**src/rtl/h264fu_pkg.sv**
```systemverilog
// ----------------------------------------------------------------------------
// h264fu_pkg: shared types and constants of the H.264 FU-A packetizer
// Word layouts of both channels, the configuration register map, the NAL and
// FU-A code points, and the bundle of results made from one input word.
// ----------------------------------------------------------------------------
package h264fu_pkg;

	localparam int unsigned MAX_UNIT_BYTES = 65535;

	localparam logic [10:0] MAX_PAYLOAD_RST = 11'd1400;
	localparam logic [16:0] TS_STEP_RST     = 17'(90000 / 25);

	localparam logic [7:0] NRI_MASK  = 8'h60;
	localparam logic [7:0] TYPE_MASK = 8'h1F;
	localparam logic [7:0] FU_START  = 8'h80;
	localparam logic [7:0] FU_END    = 8'h40;
	localparam logic [4:0] FU_A_TYPE = 5'd28;
	localparam logic [4:0] SPS_TYPE  = 5'd7;
	localparam logic [4:0] PPS_TYPE  = 5'd8;

	typedef enum logic [0:0] {
		CFG_MAX_PAYLOAD = 1'b0,
		CFG_TS_STEP     = 1'b1
	} cfg_idx_t;

	typedef struct packed {
		logic [10:0] max_payload;
		logic [16:0] timestamp_step;
	} cfg_t;

	typedef struct packed {
		logic [7:0]  nal_byte;
		logic        unit_first;
		logic [15:0] unit_size;
	} in_word_t;

	typedef struct packed {
		logic [7:0]  payload_byte;
		logic        packet_first;
		logic        packet_last;
		logic [15:0] sequence_number;
		logic [31:0] rtp_timestamp;
		logic        run_last;
	} out_word_t;

	// Up to three output words come from one input word; they share the
	// sequence number and timestamp.
	typedef struct packed {
		logic [2:0][7:0] bytes;
		logic [2:0]      pkt_first;
		logic [2:0]      pkt_last;
		logic [1:0]      n_res;
		logic [15:0]     seq;
		logic [31:0]     ts;
	} bundle_t;

	typedef struct packed {
		logic [7:0]  held;
		logic        fmode;
		logic [15:0] brem;
		logic [10:0] fill;
		logic        first;
		logic [15:0] seq;
		logic [31:0] ts;
	} state_t;

endpackage

```
**src/rtl/h264_rtp_fua_packetizer_unit.sv**
```systemverilog
// ----------------------------------------------------------------------------
// h264_rtp_fua_packetizer_unit: H.264 RTP packetizer, single NAL and FU-A
// Input register, packetizer state logic and output serializer.
// ----------------------------------------------------------------------------
// The block takes one NAL unit byte per cycle while in_stall is low and
// delivers RTP payload words with packet boundaries, sequence number and
// timestamp. A data byte inside a unit yields one output word; the first byte
// of each FU-A fragment yields three, since the output register must send the
// FU indicator and FU header ahead of it, and the input side stalls while
// those extra words drain. The header byte of a fragmented unit is held and
// delivers no word. An item waits at most in the input register while the
// output register still drains, so accepting and delivering overlap.
// Configuration writes are always ready and take effect on the next cycle.
module h264_rtp_fua_packetizer_unit (
	input  logic                   clk,
	input  logic                   arst_n,
	input  logic                   in_valid,
	output logic                   in_stall,
	input  h264fu_pkg::in_word_t   in_word,
	output logic                   out_valid,
	input  logic                   out_stall,
	output h264fu_pkg::out_word_t  out_word,
	input  logic                   cfg_valid,
	output logic                   cfg_ready,
	input  h264fu_pkg::cfg_idx_t   cfg_index,
	input  logic [16:0]            cfg_data
);
	import h264fu_pkg::*;

	cfg_t     cfg_q;
	in_word_t item_s1;
	logic     valid_s1;
	logic     move_s1;
	logic     in_take;
	logic     q_free;
	logic     emit;
	bundle_t  bundle;

	assign cfg_ready = 1'b1;
	assign move_s1   = valid_s1 && q_free;
	assign in_stall  = valid_s1 && !q_free;
	assign in_take   = in_valid && !in_stall;

	always_ff @(posedge clk or negedge arst_n) begin
		if (!arst_n) begin
			cfg_q.max_payload    <= MAX_PAYLOAD_RST;
			cfg_q.timestamp_step <= TS_STEP_RST;
		end else if (cfg_valid && cfg_ready) begin
			unique case (cfg_index)
				CFG_MAX_PAYLOAD: cfg_q.max_payload    <= cfg_data[10:0];
				CFG_TS_STEP:     cfg_q.timestamp_step <= cfg_data;
				default:         cfg_q                <= cfg_q;
			endcase
		end
	end

	always_ff @(posedge clk or negedge arst_n) begin
		if (!arst_n) begin
			valid_s1 <= 1'b0;
		end else begin
			valid_s1 <= in_take || (valid_s1 && !move_s1);
		end
	end

	always_ff @(posedge clk) begin
		if (in_take) begin
			item_s1 <= in_word;
		end
	end

	h264fu_step u_step (
		.clk     (clk),
		.arst_n  (arst_n),
		.advance (move_s1),
		.item    (item_s1),
		.cfg     (cfg_q),
		.bundle  (bundle),
		.emit    (emit)
	);

	// Words that give no result only update state and never occupy the queue.
	h264fu_outq u_outq (
		.clk    (clk),
		.arst_n (arst_n),
		.load   (move_s1 && emit),
		.bundle (bundle),
		.free   (q_free),
		.valid  (out_valid),
		.stall  (out_stall),
		.word   (out_word)
	);

endmodule

```
**src/rtl/h264fu_step.sv**
```systemverilog
// ----------------------------------------------------------------------------
// h264fu_step: packetizer state and per-word decision logic
// Holds the open unit's state and, for the registered input word, builds the
// bundle of output words and the next state in a single pass.
// ----------------------------------------------------------------------------
module h264fu_step (
	input  logic               clk,
	input  logic               arst_n,
	input  logic               advance,
	input  h264fu_pkg::in_word_t item,
	input  h264fu_pkg::cfg_t   cfg,
	output h264fu_pkg::bundle_t bundle,
	output logic               emit
);
	import h264fu_pkg::*;

	state_t      st_q;
	state_t      st_d;
	logic [10:0] m_eff;
	logic [15:0] m16;
	logic [15:0] size_z;
	logic [15:0] size_s;
	logic [15:0] seq_pre;
	logic [15:0] seq_inc;
	logic [31:0] ts_adv;
	logic [15:0] brem_dec;
	logic [10:0] fill_inc;
	logic        closes;
	logic [7:0]  fu_hdr;
	logic [4:0]  new_type;
	logic [4:0]  held_type;

	always_comb begin
		m_eff     = (cfg.max_payload == 11'd0) ? 11'd1 : cfg.max_payload;
		m16       = {5'd0, m_eff};
		size_z    = (item.unit_size == 16'd0) ? 16'd1 : item.unit_size;
		size_s    = (32'(size_z) > MAX_UNIT_BYTES) ? 16'(MAX_UNIT_BYTES) : size_z;
		new_type  = item.nal_byte[4:0];
		held_type = st_q.held[4:0];
		brem_dec  = st_q.brem - 16'd1;
		fill_inc  = st_q.fill + 11'd1;
		closes    = (brem_dec == 16'd0) || (fill_inc >= m_eff);
		ts_adv    = st_q.ts + {15'd0, cfg.timestamp_step};

		// A new unit drops an open one; a begun packet still consumes a number.
		seq_pre = st_q.seq;
		if (item.unit_first && st_q.brem != 16'd0 && (!st_q.fmode || st_q.fill != 11'd0)) begin
			seq_pre = st_q.seq + 16'd1;
		end
		seq_inc = seq_pre + 16'd1;

		fu_hdr = st_q.held & TYPE_MASK;
		if (st_q.first) begin
			fu_hdr = fu_hdr | FU_START;
		end else if (st_q.brem <= m16) begin
			fu_hdr = fu_hdr | FU_END;
		end

		st_d             = st_q;
		bundle.bytes     = '0;
		bundle.pkt_first = '0;
		bundle.pkt_last  = '0;
		bundle.n_res     = 2'd0;
		bundle.seq       = seq_pre;
		bundle.ts        = st_q.ts;

		if (item.unit_first) begin
			st_d.held  = item.nal_byte;
			st_d.fmode = 1'b0;
			st_d.fill  = 11'd0;
			st_d.first = 1'b0;
			st_d.brem  = size_s - 16'd1;
			st_d.seq   = seq_pre;
			if (size_s <= m16) begin
				bundle.bytes[0]     = item.nal_byte;
				bundle.pkt_first[0] = 1'b1;
				bundle.pkt_last[0]  = (size_s == 16'd1);
				bundle.n_res        = 2'd1;
				if (size_s == 16'd1) begin
					st_d.seq = seq_inc;
					if (new_type != SPS_TYPE && new_type != PPS_TYPE) begin
						st_d.ts = ts_adv;
					end
				end
			end else begin
				st_d.fmode = 1'b1;
				st_d.first = 1'b1;
			end
		end else if (st_q.brem == 16'd0) begin
			st_d = st_q;
		end else if (!st_q.fmode) begin
			st_d.brem           = brem_dec;
			bundle.bytes[0]     = item.nal_byte;
			bundle.pkt_last[0]  = (brem_dec == 16'd0);
			bundle.n_res        = 2'd1;
			if (brem_dec == 16'd0) begin
				st_d.seq = seq_inc;
				if (held_type != SPS_TYPE && held_type != PPS_TYPE) begin
					st_d.ts = ts_adv;
				end
			end
		end else begin
			if (st_q.fill == 11'd0) begin
				bundle.bytes[0]     = (st_q.held & NRI_MASK) | {3'd0, FU_A_TYPE};
				bundle.pkt_first[0] = 1'b1;
				bundle.bytes[1]     = fu_hdr;
				bundle.bytes[2]     = item.nal_byte;
				bundle.pkt_last[2]  = closes;
				bundle.n_res        = 2'd3;
			end else begin
				bundle.bytes[0]    = item.nal_byte;
				bundle.pkt_last[0] = closes;
				bundle.n_res       = 2'd1;
			end
			st_d.brem = brem_dec;
			st_d.fill = fill_inc;
			if (closes) begin
				st_d.seq   = seq_inc;
				st_d.fill  = 11'd0;
				st_d.first = 1'b0;
				if (brem_dec == 16'd0) begin
					st_d.ts    = ts_adv;
					st_d.fmode = 1'b0;
				end
			end
		end
	end

	assign emit = (bundle.n_res != 2'd0);

	always_ff @(posedge clk or negedge arst_n) begin
		if (!arst_n) begin
			st_q <= '0;
		end else if (advance) begin
			st_q <= st_d;
		end
	end

`ifndef ASSERT_OFF
	a_fill_in_frag: assert property (@(posedge clk) disable iff (!arst_n)
		st_q.fill != 11'd0 |-> st_q.fmode)
		else $error("fragment fill is nonzero outside fragment mode");
	a_frag_open: assert property (@(posedge clk) disable iff (!arst_n)
		st_q.fmode |-> st_q.brem != 16'd0)
		else $error("fragment mode with no bytes remaining");
	a_first_frag: assert property (@(posedge clk) disable iff (!arst_n)
		st_q.first |-> st_q.fmode)
		else $error("first fragment flag set outside fragment mode");
`endif

endmodule

```
**src/rtl/h264fu_outq.sv**
```systemverilog
// ----------------------------------------------------------------------------
// h264fu_outq: result register and output serializer
// Holds one input word's bundle and hands its output words out one per cycle
// unless stalled; it frees itself on the cycle its last word is taken.
// ----------------------------------------------------------------------------
module h264fu_outq (
	input  logic                clk,
	input  logic                arst_n,
	input  logic                load,
	input  h264fu_pkg::bundle_t bundle,
	output logic                free,
	output logic                valid,
	input  logic                stall,
	output h264fu_pkg::out_word_t word
);
	import h264fu_pkg::*;

	bundle_t    bun_q;
	logic       valid_q;
	logic [1:0] idx_q;
	logic       at_last;
	logic       take;

	assign at_last = (idx_q == bun_q.n_res - 2'd1);
	assign take    = valid_q && !stall;
	assign free    = !valid_q || (take && at_last);
	assign valid   = valid_q;

	always_comb begin
		word.payload_byte    = bun_q.bytes[idx_q];
		word.packet_first    = bun_q.pkt_first[idx_q];
		word.packet_last     = bun_q.pkt_last[idx_q];
		word.sequence_number = bun_q.seq;
		word.rtp_timestamp   = bun_q.ts;
		word.run_last        = at_last;
	end

	always_ff @(posedge clk or negedge arst_n) begin
		if (!arst_n) begin
			valid_q <= 1'b0;
			idx_q   <= 2'd0;
		end else if (load) begin
			valid_q <= 1'b1;
			idx_q   <= 2'd0;
		end else if (take) begin
			if (at_last) begin
				valid_q <= 1'b0;
				idx_q   <= 2'd0;
			end else begin
				idx_q <= idx_q + 2'd1;
			end
		end
	end

	always_ff @(posedge clk) begin
		if (load) begin
			bun_q <= bundle;
		end
	end

`ifndef ASSERT_OFF
	a_count_legal: assert property (@(posedge clk) disable iff (!arst_n)
		valid_q |-> (bun_q.n_res == 2'd1 || bun_q.n_res == 2'd3))
		else $error("held bundle has an illegal word count");
	a_idx_range: assert property (@(posedge clk) disable iff (!arst_n)
		valid_q |-> idx_q < bun_q.n_res)
		else $error("serializer index ran past the bundle");
	a_no_overwrite: assert property (@(posedge clk) disable iff (!arst_n)
		load |-> free)
		else $error("bundle loaded over words not yet delivered");
`endif

endmodule
```
**config.mk**
```make
export PLATFORM = sky130hd
export DESIGN_NAME = h264_rtp_fua_packetizer_unit
export DESIGN_NICKNAME = d
export VERILOG_FILES = /design/src/rtl/h264fu_pkg.sv /design/src/rtl/h264_rtp_fua_packetizer_unit.sv /design/src/rtl/h264fu_step.sv /design/src/rtl/h264fu_outq.sv
export SDC_FILE = /design/constraint.sdc
export NUM_CORES = 1
export LEC_CHECK = 0
export BUFFER_PORTS_ARGS = -buffer_cell sky130_fd_sc_hd__buf_2
export CAP_MARGIN = 20
export CORE_ASPECT_RATIO = 0.7
export CORE_MARGIN = 8
export CORE_UTILIZATION = 60
export DETAILED_ROUTE_END_ITERATION = 10
export PLACE_DENSITY = 0.91
export SETUP_SLACK_MARGIN = 0.02
export SLEW_MARGIN = 20
export SYNTH_ARGS = -nofsm -noshare
export SYNTH_HDL_FRONTEND = slang
export SYNTH_SLANG_ARGS = --single-unit
```
**constraint.sdc**
```tcl
create_clock -name clk -period 6.3 [get_ports clk]
set_clock_uncertainty 0.05 [all_clocks]
set_input_delay 0.315 -clock clk [delete_from_list [all_inputs] [get_ports clk]]
set_output_delay 0.315 -clock clk [all_outputs]
set_load 0.02 [all_outputs]
```
Word level (Yosys, flattened, before mapping)

Cells that the tools add are included.

Register bits after elaboration: 218

Magnitude comparators: 4
Reduce and logical (&&, ||, !) cells: 46
$add $sub $neg: 8
Muxes and demuxes: 48
Equality and inequality tests: 12
Bitwise logic cells: 3

Operators by type and width:

| operator                                             | count |
|---|---|
| two-way mux 48 bit                                   | 4 |
| two-way mux 77 bit                                   | 2 |
| two-way mux 32 bit                                   | 3 |
| two-way mux 60 bit                                   | 1 |
| two-way mux 8 bit                                    | 7 |
| logical NOT 16 bit                                   | 3 |
| adder 16 x 1 -> 16 bit, second input constant        | 2 |
| adder 32 x 17 -> 32 bit                              | 1 |
| less-or-equal comparator 16 x 11 -> 1 bit            | 2 |
| two-way mux 16 bit                                   | 2 |
| subtractor 16 x 1 -> 16 bit, second input constant   | 2 |
| logical NOT 11 bit                                   | 2 |
| binary-select mux 8 bit (select 2 bit)               | 1 |
| equality test 16 x 1 -> 1 bit, second input constant | 1 |
| nonzero test 16 bit                                  | 1 |
| two-way mux 2 bit                                    | 7 |
| two-way mux 1 bit                                    | 12 |
| two-way mux 12 bit                                   | 1 |
| two-way mux 3 bit                                    | 4 |
| adder 11 x 1 -> 11 bit, second input constant        | 1 |
| >= comparator 11 bit                                 | 1 |
| logical AND 1 bit                                    | 11 |
| two-way mux 11 bit                                   | 1 |
| nonzero test 11 bit                                  | 1 |
| other kinds (22)                                     | 48 |

Depth between registers and ports, before layout

Gate-level depths: netlist (run 1).

Word-level depth: 12
Mapped depth: 16

Cells and area by module

A second synthesis (run 1) with hierarchy kept.

Cells, all modules: 1225
Area, all modules: 12831.1 µm²

By module, submodules not included:

| module                       | seq. area each (µm²) | times used | area an instance (µm²) | cells each |
|---|---|---|---|---|
| h264fu_step                  | 2102.0               | 1          | 7772.5                 | 945 |
| h264fu_outq                  | 2477.4               | 1          | 3183.1                 | 186 |
| h264_rtp_fua_packetizer_unit | 1488.9               | 1          | 1875.5                 | 94 |

Worst setup path after synthesis (run 1)

No wires, ideal clock.

Path type: reg2reg
Start: register item_s1[3] (netlist name)
End: register u_step.st_q, in the netlist u_step.bundle[10]
Path slack: 1.178 ns
Arrival time: 4.939 ns
Clock period less this slack: 5.122 ns
Data required time: 6.117 ns
Cell stages (with the launch flop): 15
Cell sequence: edfxtp_1 or4_1 nor3_1 and3_1 clkbuf_1 a21oi_1 ha_1 nand4b_1 or4_1 and2_4 a21oi_4 nand2_1 clkbuf_1 nand2_1 o21ai_0

Cells in the longest elaborated chain, start to end: 5

RTL lines:

| what                                                                                              | line                                 | source |
|---|---|---|
| start: declaration                                                                                | h264_rtp_fua_packetizer_unit.sv:31   | `in_word_t item_s1;` |
| start signal: assignment                                                                          | h264_rtp_fua_packetizer_unit.sv:67   | `item_s1 <= in_word;` |
| logical NOT 16 bit                                                                                | h264fu_step.sv:36                    | `size_z = (item.unit_size == 16'd0) ? 16'd1 : item.unit_size;` |
| two-way mux 16 bit *                                                                              | h264fu_step.sv:36                    |  |
| less-or-equal comparator 16 x 11 -> 1 bit / equality test 16 x 1 -> 1 bit (equally long branches) | h264fu_step.sv:74, h264fu_step.sv:79 |  |
| != test 2 x 1 -> 1 bit (no line)                                                                  | --                                   |  |
| AND reduction 9 bit (no line) *                                                                   | --                                   |  |
| end signal: assignment                                                                            | h264fu_step.sv:135                   | `st_q <= st_d;` |
| end: declaration                                                                                  | h264fu_step.sv:17                    | `state_t st_q;` |

Mark *: on every way between the ends. The rest lies on a longest branch, timed or not.
A chain may end at the register's enable or synchronous reset.

Final worst setup path (run 1)

Start: register item_s1[2] (netlist name)
End: register u_step.st_q, in the netlist u_step.bundle[21]

The elaborated chain is that of the path after synthesis.

==> results.tsv, run 1 <==
stage	metric	value	unit
power	Max IR drop VDD	241.3	uV
place	hpwl dp	21370	microns
cells_and_area	fraction of layout instances using a drive strength above 1	17.51	%
cts	CTS Sinks	217	
route	DR vias/cell	6.184	
cells_and_area	area of the multi-input gates	5508	sq um
sta	Setup-failing EPs final	0	
worst_hold_path	Hold Path Depth	3	
worst_setup_path	Slowest cell on crit path	or4_1	
sta	RSZ-0062 raised after global routing	no	
cells_and_area	final instance area	13560	sq um
worst_setup_path	crit path from	item_s1[2]	
die	full die area	25200	sq um
worst_setup_path	cell mode on critical path	or4_1	
worst_setup_path	CP arrival	4840	ps
route	initial DRC count	1033	
cells_and_area	most frequent cells in the layout	132 x nand2_1, 107 x buf_2, 106 x dfrtp_1	
global_route	initial antenna violation count	0	
place	GPL Wtd Cong	0.9637	
die	site row count	43	
die	core footprint	19850	sq um
cells_and_area	Filler cells	1469	
synthesis	Seq/Total Area, Yosys	48.81	%
sta	worst slew pin tran	886.3	ps
cts	Num CTS Buffers	21	
place	PortBufs	108	
cts	TritonCTS clock tree	done	
global_route	gr usage total	23.74	%
place	area post-placement	12520	sq um
worst_setup_path	Max FO, Critical Path	13	
worst_setup_path	Setup crit end	u_step.bundle[21]	
power	Leakage	5.636	nW
route	final WL	30310	microns
worst_setup_path	critical path depth	12	
sta	Max-slew headroom	40.51	%
worst_setup_path	Crit Path Class	flop to flop	
sta	Final WS setup	1835	ps
cts	CTS HTree Levels	1	
cts	post-cts resize count	0	
worst_setup_path	Worst Setup Start Kind	flop	
run	max-cap viol count	0	
worst_setup_path	max incr delay on CP	600	ps
synthesis	#FFs+latches synth	217	
synthesis	Post-synth EDFFs	101	
worst_setup_path	Worst EP required	6670	ps
die	Chip Height	135.2	microns
worst_setup_path	worst-path cell chain	or4_1, nor3_1, and3_1, a21oi_1, ha_1, nand4b_1, or4_1, and2_4, a21oi_4, a21boi_2, and4bb_2, xor2_1	
synthesis	Syn Nets	1281	
global_route	total gr overflow	0	
cells_and_area	nets	1355	
worst_setup_path	RR Startpoint	item_s1[2]	
cts	Worst-Skew Late Latency	510	ps
worst_setup_path	r2r setup slk	1830	ps
place	Placed Cells	1459	
global_route	first-pass GRT wire length	49250	microns
global_route	largest net degree at the start of global routing	67	
run_status	status	finished, final reports clean	
cells_and_area	P&R area growth vs syn	11.28	%
die	starting density of the core	61.39	%
power	power per cell area	385.8	nW/um^2
cells_and_area	most common cell after layout, fill and taps aside	nand2_1	
sta	fmax	223.9	MHz
place	Post-Place Setup Slack	1713	ps
synthesis	YS warnings	0	
die	IO Count	110	
sta	Max Slew Vio Count	0	
cts	Root Buffer	clkbuf_16	
global_route	number of global-route vias before repair	9385	
worst_hold_path	Hold Path Class	input port to flop	
synthesis	Netlist cell types	94	
die	Die Width	186.3	microns
synthesis	Synth Flop Type	dfrtp_1	
synthesis	Cells after Synth	1173	
worst_setup_path	worst reg-to-reg path cell count	12	
synthesis	Synth Cell Area	12190	sq um
cells_and_area	FF+latch area	5948	sq um
route	First-pass DRT Iterations	5	
cts	CTS max path bufs	3	
synthesis	Async SR Flop Fraction	53.46	%
worst_setup_path	RR Endpoint	u_step.bundle[21]	
sta	post-route clock period utilization	70.88	%
sta	Setup TNS	0	ps
cells_and_area	Final Non-Filler Cells	1533	
route	Final ANT Viol Nets	0	
cts	Clk pin slew, worst setup/hold paths	60	ps
sta	Final Critical Period	4465	ps
route	# DRC	0	
route	routed length per instance	19.77	microns
worst_setup_path	worst path bufs/invs	0	
power	Total Power	5.233	mW
route	DR vias	9480	
sta	final hold vios	0	
synthesis	Synth Area per Inst	10.39	sq um
worst_setup_path	Crit path max-delay family	simple AND/OR/NAND/NOR gates	
worst_setup_path	critical path capture point type	flop	
[report_power, final]
part	total [mW]	switching, mW	internal, mW
registers	2.19	0.333	1.86
logic	1.77	1.12	0.653
clock network	1.27	0.541	0.726
total	5.23	1.99	3.24
[worst register-to-register path, delay by kind of cell (launching register included)]
family | cells | cell delay, ps
and+or+nand+nor | 7 | 2410
AOI/OAI and AO/OA | 3 | 970
DFF | 1 | 470
adders and majority gates | 1 | 310
xor gates and xnor gates | 1 | 170
[flip-flops by register name, indices dropped and copies added, names as in the netlist, 2 cells and up]
signal and count:
item_s1 25, u_outq.idx_q 2, u_outq.bun_q 28, u_step.bundle 32
u_step.st_q 47, cfg_q 28, u_step.held_type 5, u_outq.word 48
[routing by layer]
metal  vias to the layer above  GRT usage, %  wire (microns)  share of wire [%]
li1                       4362             -               -                  -
met1                      4598         31.12           12780                 42
met2                       449         38.78           13860                 46
met3                        71         6.276            2913                9.6
met4                         0         6.472             757                2.5
met5                         -             0               0                  0
[cells by family after synthesis]
logic type	synth area share (%)
AOI/OAI and AO/OA	13.40
xor gates and xnor gates	5.103
adders and majority gates	6.222
buffers and inverters	6.283
DFF	48.81
muxes	3.214
other	0.03077
and+or+nand+nor	16.94
[cell usage after synthesis (all sizes together) (4+ instances only)]
cell type,count,share of area [%]
a31o,5,0.36
or3,14,0.74
dfstp,10,2.2
nand3b,5,0.31
a21boi,4,0.28
a211oi,9,0.55
xor2,32,2.3
a21oi,44,1.9
nand2,134,4.1
nand3,35,1.5
o211ai,7,0.43
mux2i,11,0.90
ha,59,6.1
nand2b,10,0.51
nor4b,9,0.65
mux2,25,2.3
edfxtp,101,25
and2,23,1.2
dfrtp,106,22
a31oi,9,0.46
nor2b,6,0.31
xnor2,39,2.8
and3,18,0.97
a21o,14,0.86
o31ai,4,0.25
o21bai,4,0.25
o21ai,99,4.2
o21a,7,0.43
a22oi,4,0.29
buf,66,4.1
o22ai,4,0.21
nor3,34,1.4
inv,35,1.1
or4,8,0.59
nand4,16,0.94
nor4,12,0.67
nor2,58,1.8
clkbuf,34,1.1
[through the flow]
step / hold WS, ps / utilization (%)
2_1_floorplan: -30.59 / -
3_3_place_gp: 360.9 / 63.04
3_5_place_dp: 360.7 / 63.04
4_1_cts: 2.436 / 68.16
5_1_grt: 9.347 / 68.30
6_report: 12.88 / 68.31
[how the worst min path moves through the flow]
| stage | startpoint | end |
|---|---|---|
| after floorplan | arst_n | cfg_q[0] |
| after global placement | arst_n | u_outq.idx_q[1] |
| after detailed placement | arst_n | cfg_q[8] |
| after CTS | cfg_data[5] | cfg_q[22] |
| after global routing | cfg_data[13] | cfg_q[13] |
| final | cfg_data[5] | cfg_q[22] |
[cell type report]
class	count	share of cell area (%)
sequential	217	43.86
inverter	36	0.9964
multi-input combinational	820	40.61
tap	270	2.491
clock inverter	8	0.7104
timing repair buffer	151	7.039
clock buffer	30	4.272
antenna	1	0.01845
[timing repair]
action | in CTS | in global routing
endpoints found under the setup margin | 0 | 0
hold buffers | 34 | 0
hold endpoints to repair | 77 | 0
buffers inserted | 0 | 0
(Power assumes the default switching activity.)
==> run 2: changes to the inputs <==
--- a/config.mk
+++ b/config.mk
@@ -5,13 +5,14 @@
 export SDC_FILE = /design/constraint.sdc
 export NUM_CORES = 1
 export LEC_CHECK = 0
+export ABC_AREA = 1
 export BUFFER_PORTS_ARGS = -buffer_cell sky130_fd_sc_hd__buf_2
 export CAP_MARGIN = 20
 export CORE_ASPECT_RATIO = 0.7
 export CORE_MARGIN = 8
-export CORE_UTILIZATION = 60
+export CORE_UTILIZATION = 61
 export DETAILED_ROUTE_END_ITERATION = 10
-export PLACE_DENSITY = 0.91
+export PLACE_DENSITY = 0.92
 export SETUP_SLACK_MARGIN = 0.02
 export SLEW_MARGIN = 20
 export SYNTH_ARGS = -nofsm -noshare
==> constraint.sdc (replaced) <==
create_clock -name clk -period 4.6 [get_ports clk]
set_clock_uncertainty 0.05 [all_clocks]
set_input_delay 0.23 -clock clk [delete_from_list [all_inputs] [get_ports clk]]
set_output_delay 0.23 -clock clk [all_outputs]
set_load 0.02 [all_outputs]
==> run 2 against run 1 <==
Effect of this change: maximum frequency grew 18%; sequential share of layout area shrank 2.2 points; global-route usage grew 0.46 points; cell count grew 23%; critical endpoint is now u_outq.word[11]; highest routed layer unchanged.
==> results.tsv, run 2 <==
stage	metric	value	unit
synthesis	Synth Area per Inst	8.526	sq um
global_route	largest net degree at the start of global routing	77	
die	Die Width	189.4	microns
die	core footprint	20700	sq um
power	Total Power	9.084	mW
worst_setup_path	worst path bufs/invs	6	
cts	TritonCTS clock tree	done	
cts	CTS HTree Levels	1	
sta	Final Critical Period	3784	ps
worst_setup_path	Worst EP required	4690	ps
cells_and_area	Final Non-Filler Cells	1881	
synthesis	Cells after Synth	1505	
sta	final hold vios	0	
cells_and_area	final instance area	14290	sq um
worst_setup_path	r2r setup slk	820	ps
sta	Setup TNS	0	ps
run	max-cap viol count	0	
cells_and_area	fraction of layout instances using a drive strength above 1	15.83	%
route	initial DRC count	1086	
synthesis	count leader, synth	nand2_1	
worst_setup_path	Crit Path Class	flop to flop	
power	Leakage	6.585	nW
cts	CTS Sinks	217	
power	power per cell area	635.6	nW/um^2
cells_and_area	Antenna Cells	0	
global_route	number of global-route vias before repair	10340	
place	PortBufs	108	
worst_setup_path	Worst Setup Start Kind	flop	
sta	Final WS setup	816.4	ps
place	Post-Place Setup Slack	980.9	ps
worst_setup_path	Crit path max-delay family	buffers and inverters	
global_route	gr usage total	24.21	%
worst_setup_path	Slowest cell on crit path	inv_1	
cts	cts hold-fix bufs	41	
place	GPL Wtd Cong	0.9143	
cts	post-cts resize count	0	
power	Max IR drop VDD	352.3	uV
synthesis	Async SR Flop Fraction	53.46	%
worst_setup_path	cell mode on critical path	nand2_1	
die	IO Count	110	
cells_and_area	Filler cells	1556	
synthesis	Synth Cell Area	12830	sq um
route	Final ANT Viol Nets	0	
cells_and_area	P&R area growth vs syn	11.38	%
cells_and_area	nets	1699	
cells_and_area	Largest register FFs	48	
worst_setup_path	worst-path cell chain	inv_1, nor2_1, o21ai_1, inv_2, nand2_1, nand2_1, nand2_1, inv_1, nand2_2, inv_1, nand2_1, inv_2, buf_12	
synthesis	top cells by count, synth	306 x nand2_1, 175 x nor2_1, 162 x inv_1	
worst_setup_path	Max FO, Critical Path	76	
route	# DRC	0	
synthesis	Seq/Total Area, Yosys	46.35	%
die	full die area	26010	sq um
place	Placed Cells	1803	
synthesis	YS warnings	0	
cts	CTS max path bufs	3	
cts	Root Buffer	clkbuf_16	
cells_and_area	most common cell after layout, fill and taps aside	nand2_1	
synthesis	Post-synth EDFFs	101	
global_route	initial antenna violation count	0	
cells_and_area	area of the multi-input gates	5637	sq um
cts	Worst-Skew Late Latency	500	ps
sta	fmax	264.3	MHz
sta	Max-slew headroom	37.48	%
die	Chip Height	137.4	microns
place	area post-placement	13190	sq um
synthesis	Syn Nets	1613	
cts	setup repair bufs after CTS	0	
sta	RSZ-0062 raised after global routing	no	
sta	post-route clock period utilization	82.25	%
synthesis	Synth area leaders	edfxtp_1 24%, dfrtp_1 21%, nand2_1 9.0%	
sta	worst slew pin tran	937.9	ps
synthesis	Synth area leader	edfxtp_1	
global_route	first-pass GRT wire length	51820	microns
worst_hold_path	Hold Path Class	input port to flop	
route	First-pass DRT Iterations	8	
die	starting density of the core	61.99	%
synthesis	Netlist cell types	55	
cells_and_area	FF+latch area	5948	sq um
run_status	status	finished, final reports clean	
worst_setup_path	critical path capture point type	flop	
synthesis	area fraction of the dominant cell type after synthesis	23.63	%
worst_setup_path	max incr delay on CP	650	ps
worst_setup_path	CP arrival	3880	ps
route	final WL	31510	microns
cts	Clk pin slew, worst setup/hold paths	70	ps
synthesis	#FFs+latches synth	217	
route	DR vias	10630	
sta	Max Slew Vio Count	0	
cells_and_area	most frequent cells in the layout	306 x nand2_1, 175 x nor2_1, 160 x inv_1	
place	hpwl dp	22310	microns
route	routed length per instance	16.75	microns
route	DR vias/cell	5.653	
synthesis	Synth Flop Type	dfrtp_1	
die	site row count	44	
cts	Num CTS Buffers	21	
global_route	total gr overflow	0	
sta	Setup-failing EPs final	0	
[run 2: cell count changes after synthesis, sizes merged, moves of 18 or more]
cell   change
a21oi     +21
nand2    +195
mux2      -19
and2      -23
and3      -18
nor2     +149
xnor2     -18
inv      +140
nand3     +61
[run 2: logic make-up after synthesis]
group,count (synthesis),synth area share [%]
and+or+nand+nor,687,24.15
buffers and inverters,266,9.721
DFF,217,46.35
AOI/OAI and AO/OA,214,9.477
adders and majority gates,60,5.909
xor gates and xnor gates,54,3.832
muxes,6,0.5265
other,1,0.02922
[run 2: final timing paths]
kind / startpoint / endpoint / depth (start not counted)
max: u_outq.idx_q[0] / u_outq.word[11] / 13
min: cfg_data[2] / cfg_q[2] / 3
max reg2reg: u_outq.idx_q[0] / u_outq.word[11] / 13
min reg2reg: u_step.bundle[26] / u_outq.word[27] / 0
max in group asynchronous: arst_n / u_step.st_q[42] / 3
min in group asynchronous: arst_n / cfg_q[12] / 2
[run 2: metrics by stage]
stage	utilization [%]	hold WS (ps)
2_1_floorplan	-	-115.6
3_5_place_dp	63.70	358.1
4_1_cts	69.05	0.9692
6_report	69.05	11.91
5_1_grt	69.05	17.31
3_3_place_gp	63.70	356.0
[run 2: metal layers]
metal,GRT usage (%),share of wire [%],vias to the layer above
met2,38.90,46,475
met3,4.476,8.3,56
met4,5.844,1.9,0
met5,0,0,-
li1,-,-,5065
met1,33.79,44,5037
[run 2: final cells by class]
| class | instances | share of cell area (%) |
|---|---|---|
| flip-flops and latches | 217 | 41.62 |
| multi-input cells | 1022 | 39.44 |
| repair buffers | 154 | 7.021 |
| inverters | 175 | 4.631 |
| clock buffers | 27 | 3.974 |
| well taps | 276 | 2.416 |
| clock inverters | 10 | 0.9017 |
[run 2: worst min-delay path, cell delays in order]
cell     delay, ps
buf_2           70
inv_1           60
o21ai_0        150
[run 2: power breakdown]
part	internal, mW	total [mW]	switching [mW]	leakage (nW)
logic	1.32	4.10	2.78	3.89
registers	2.73	3.22	0.489	2.35
clock network	1.04	1.77	0.730	0.340
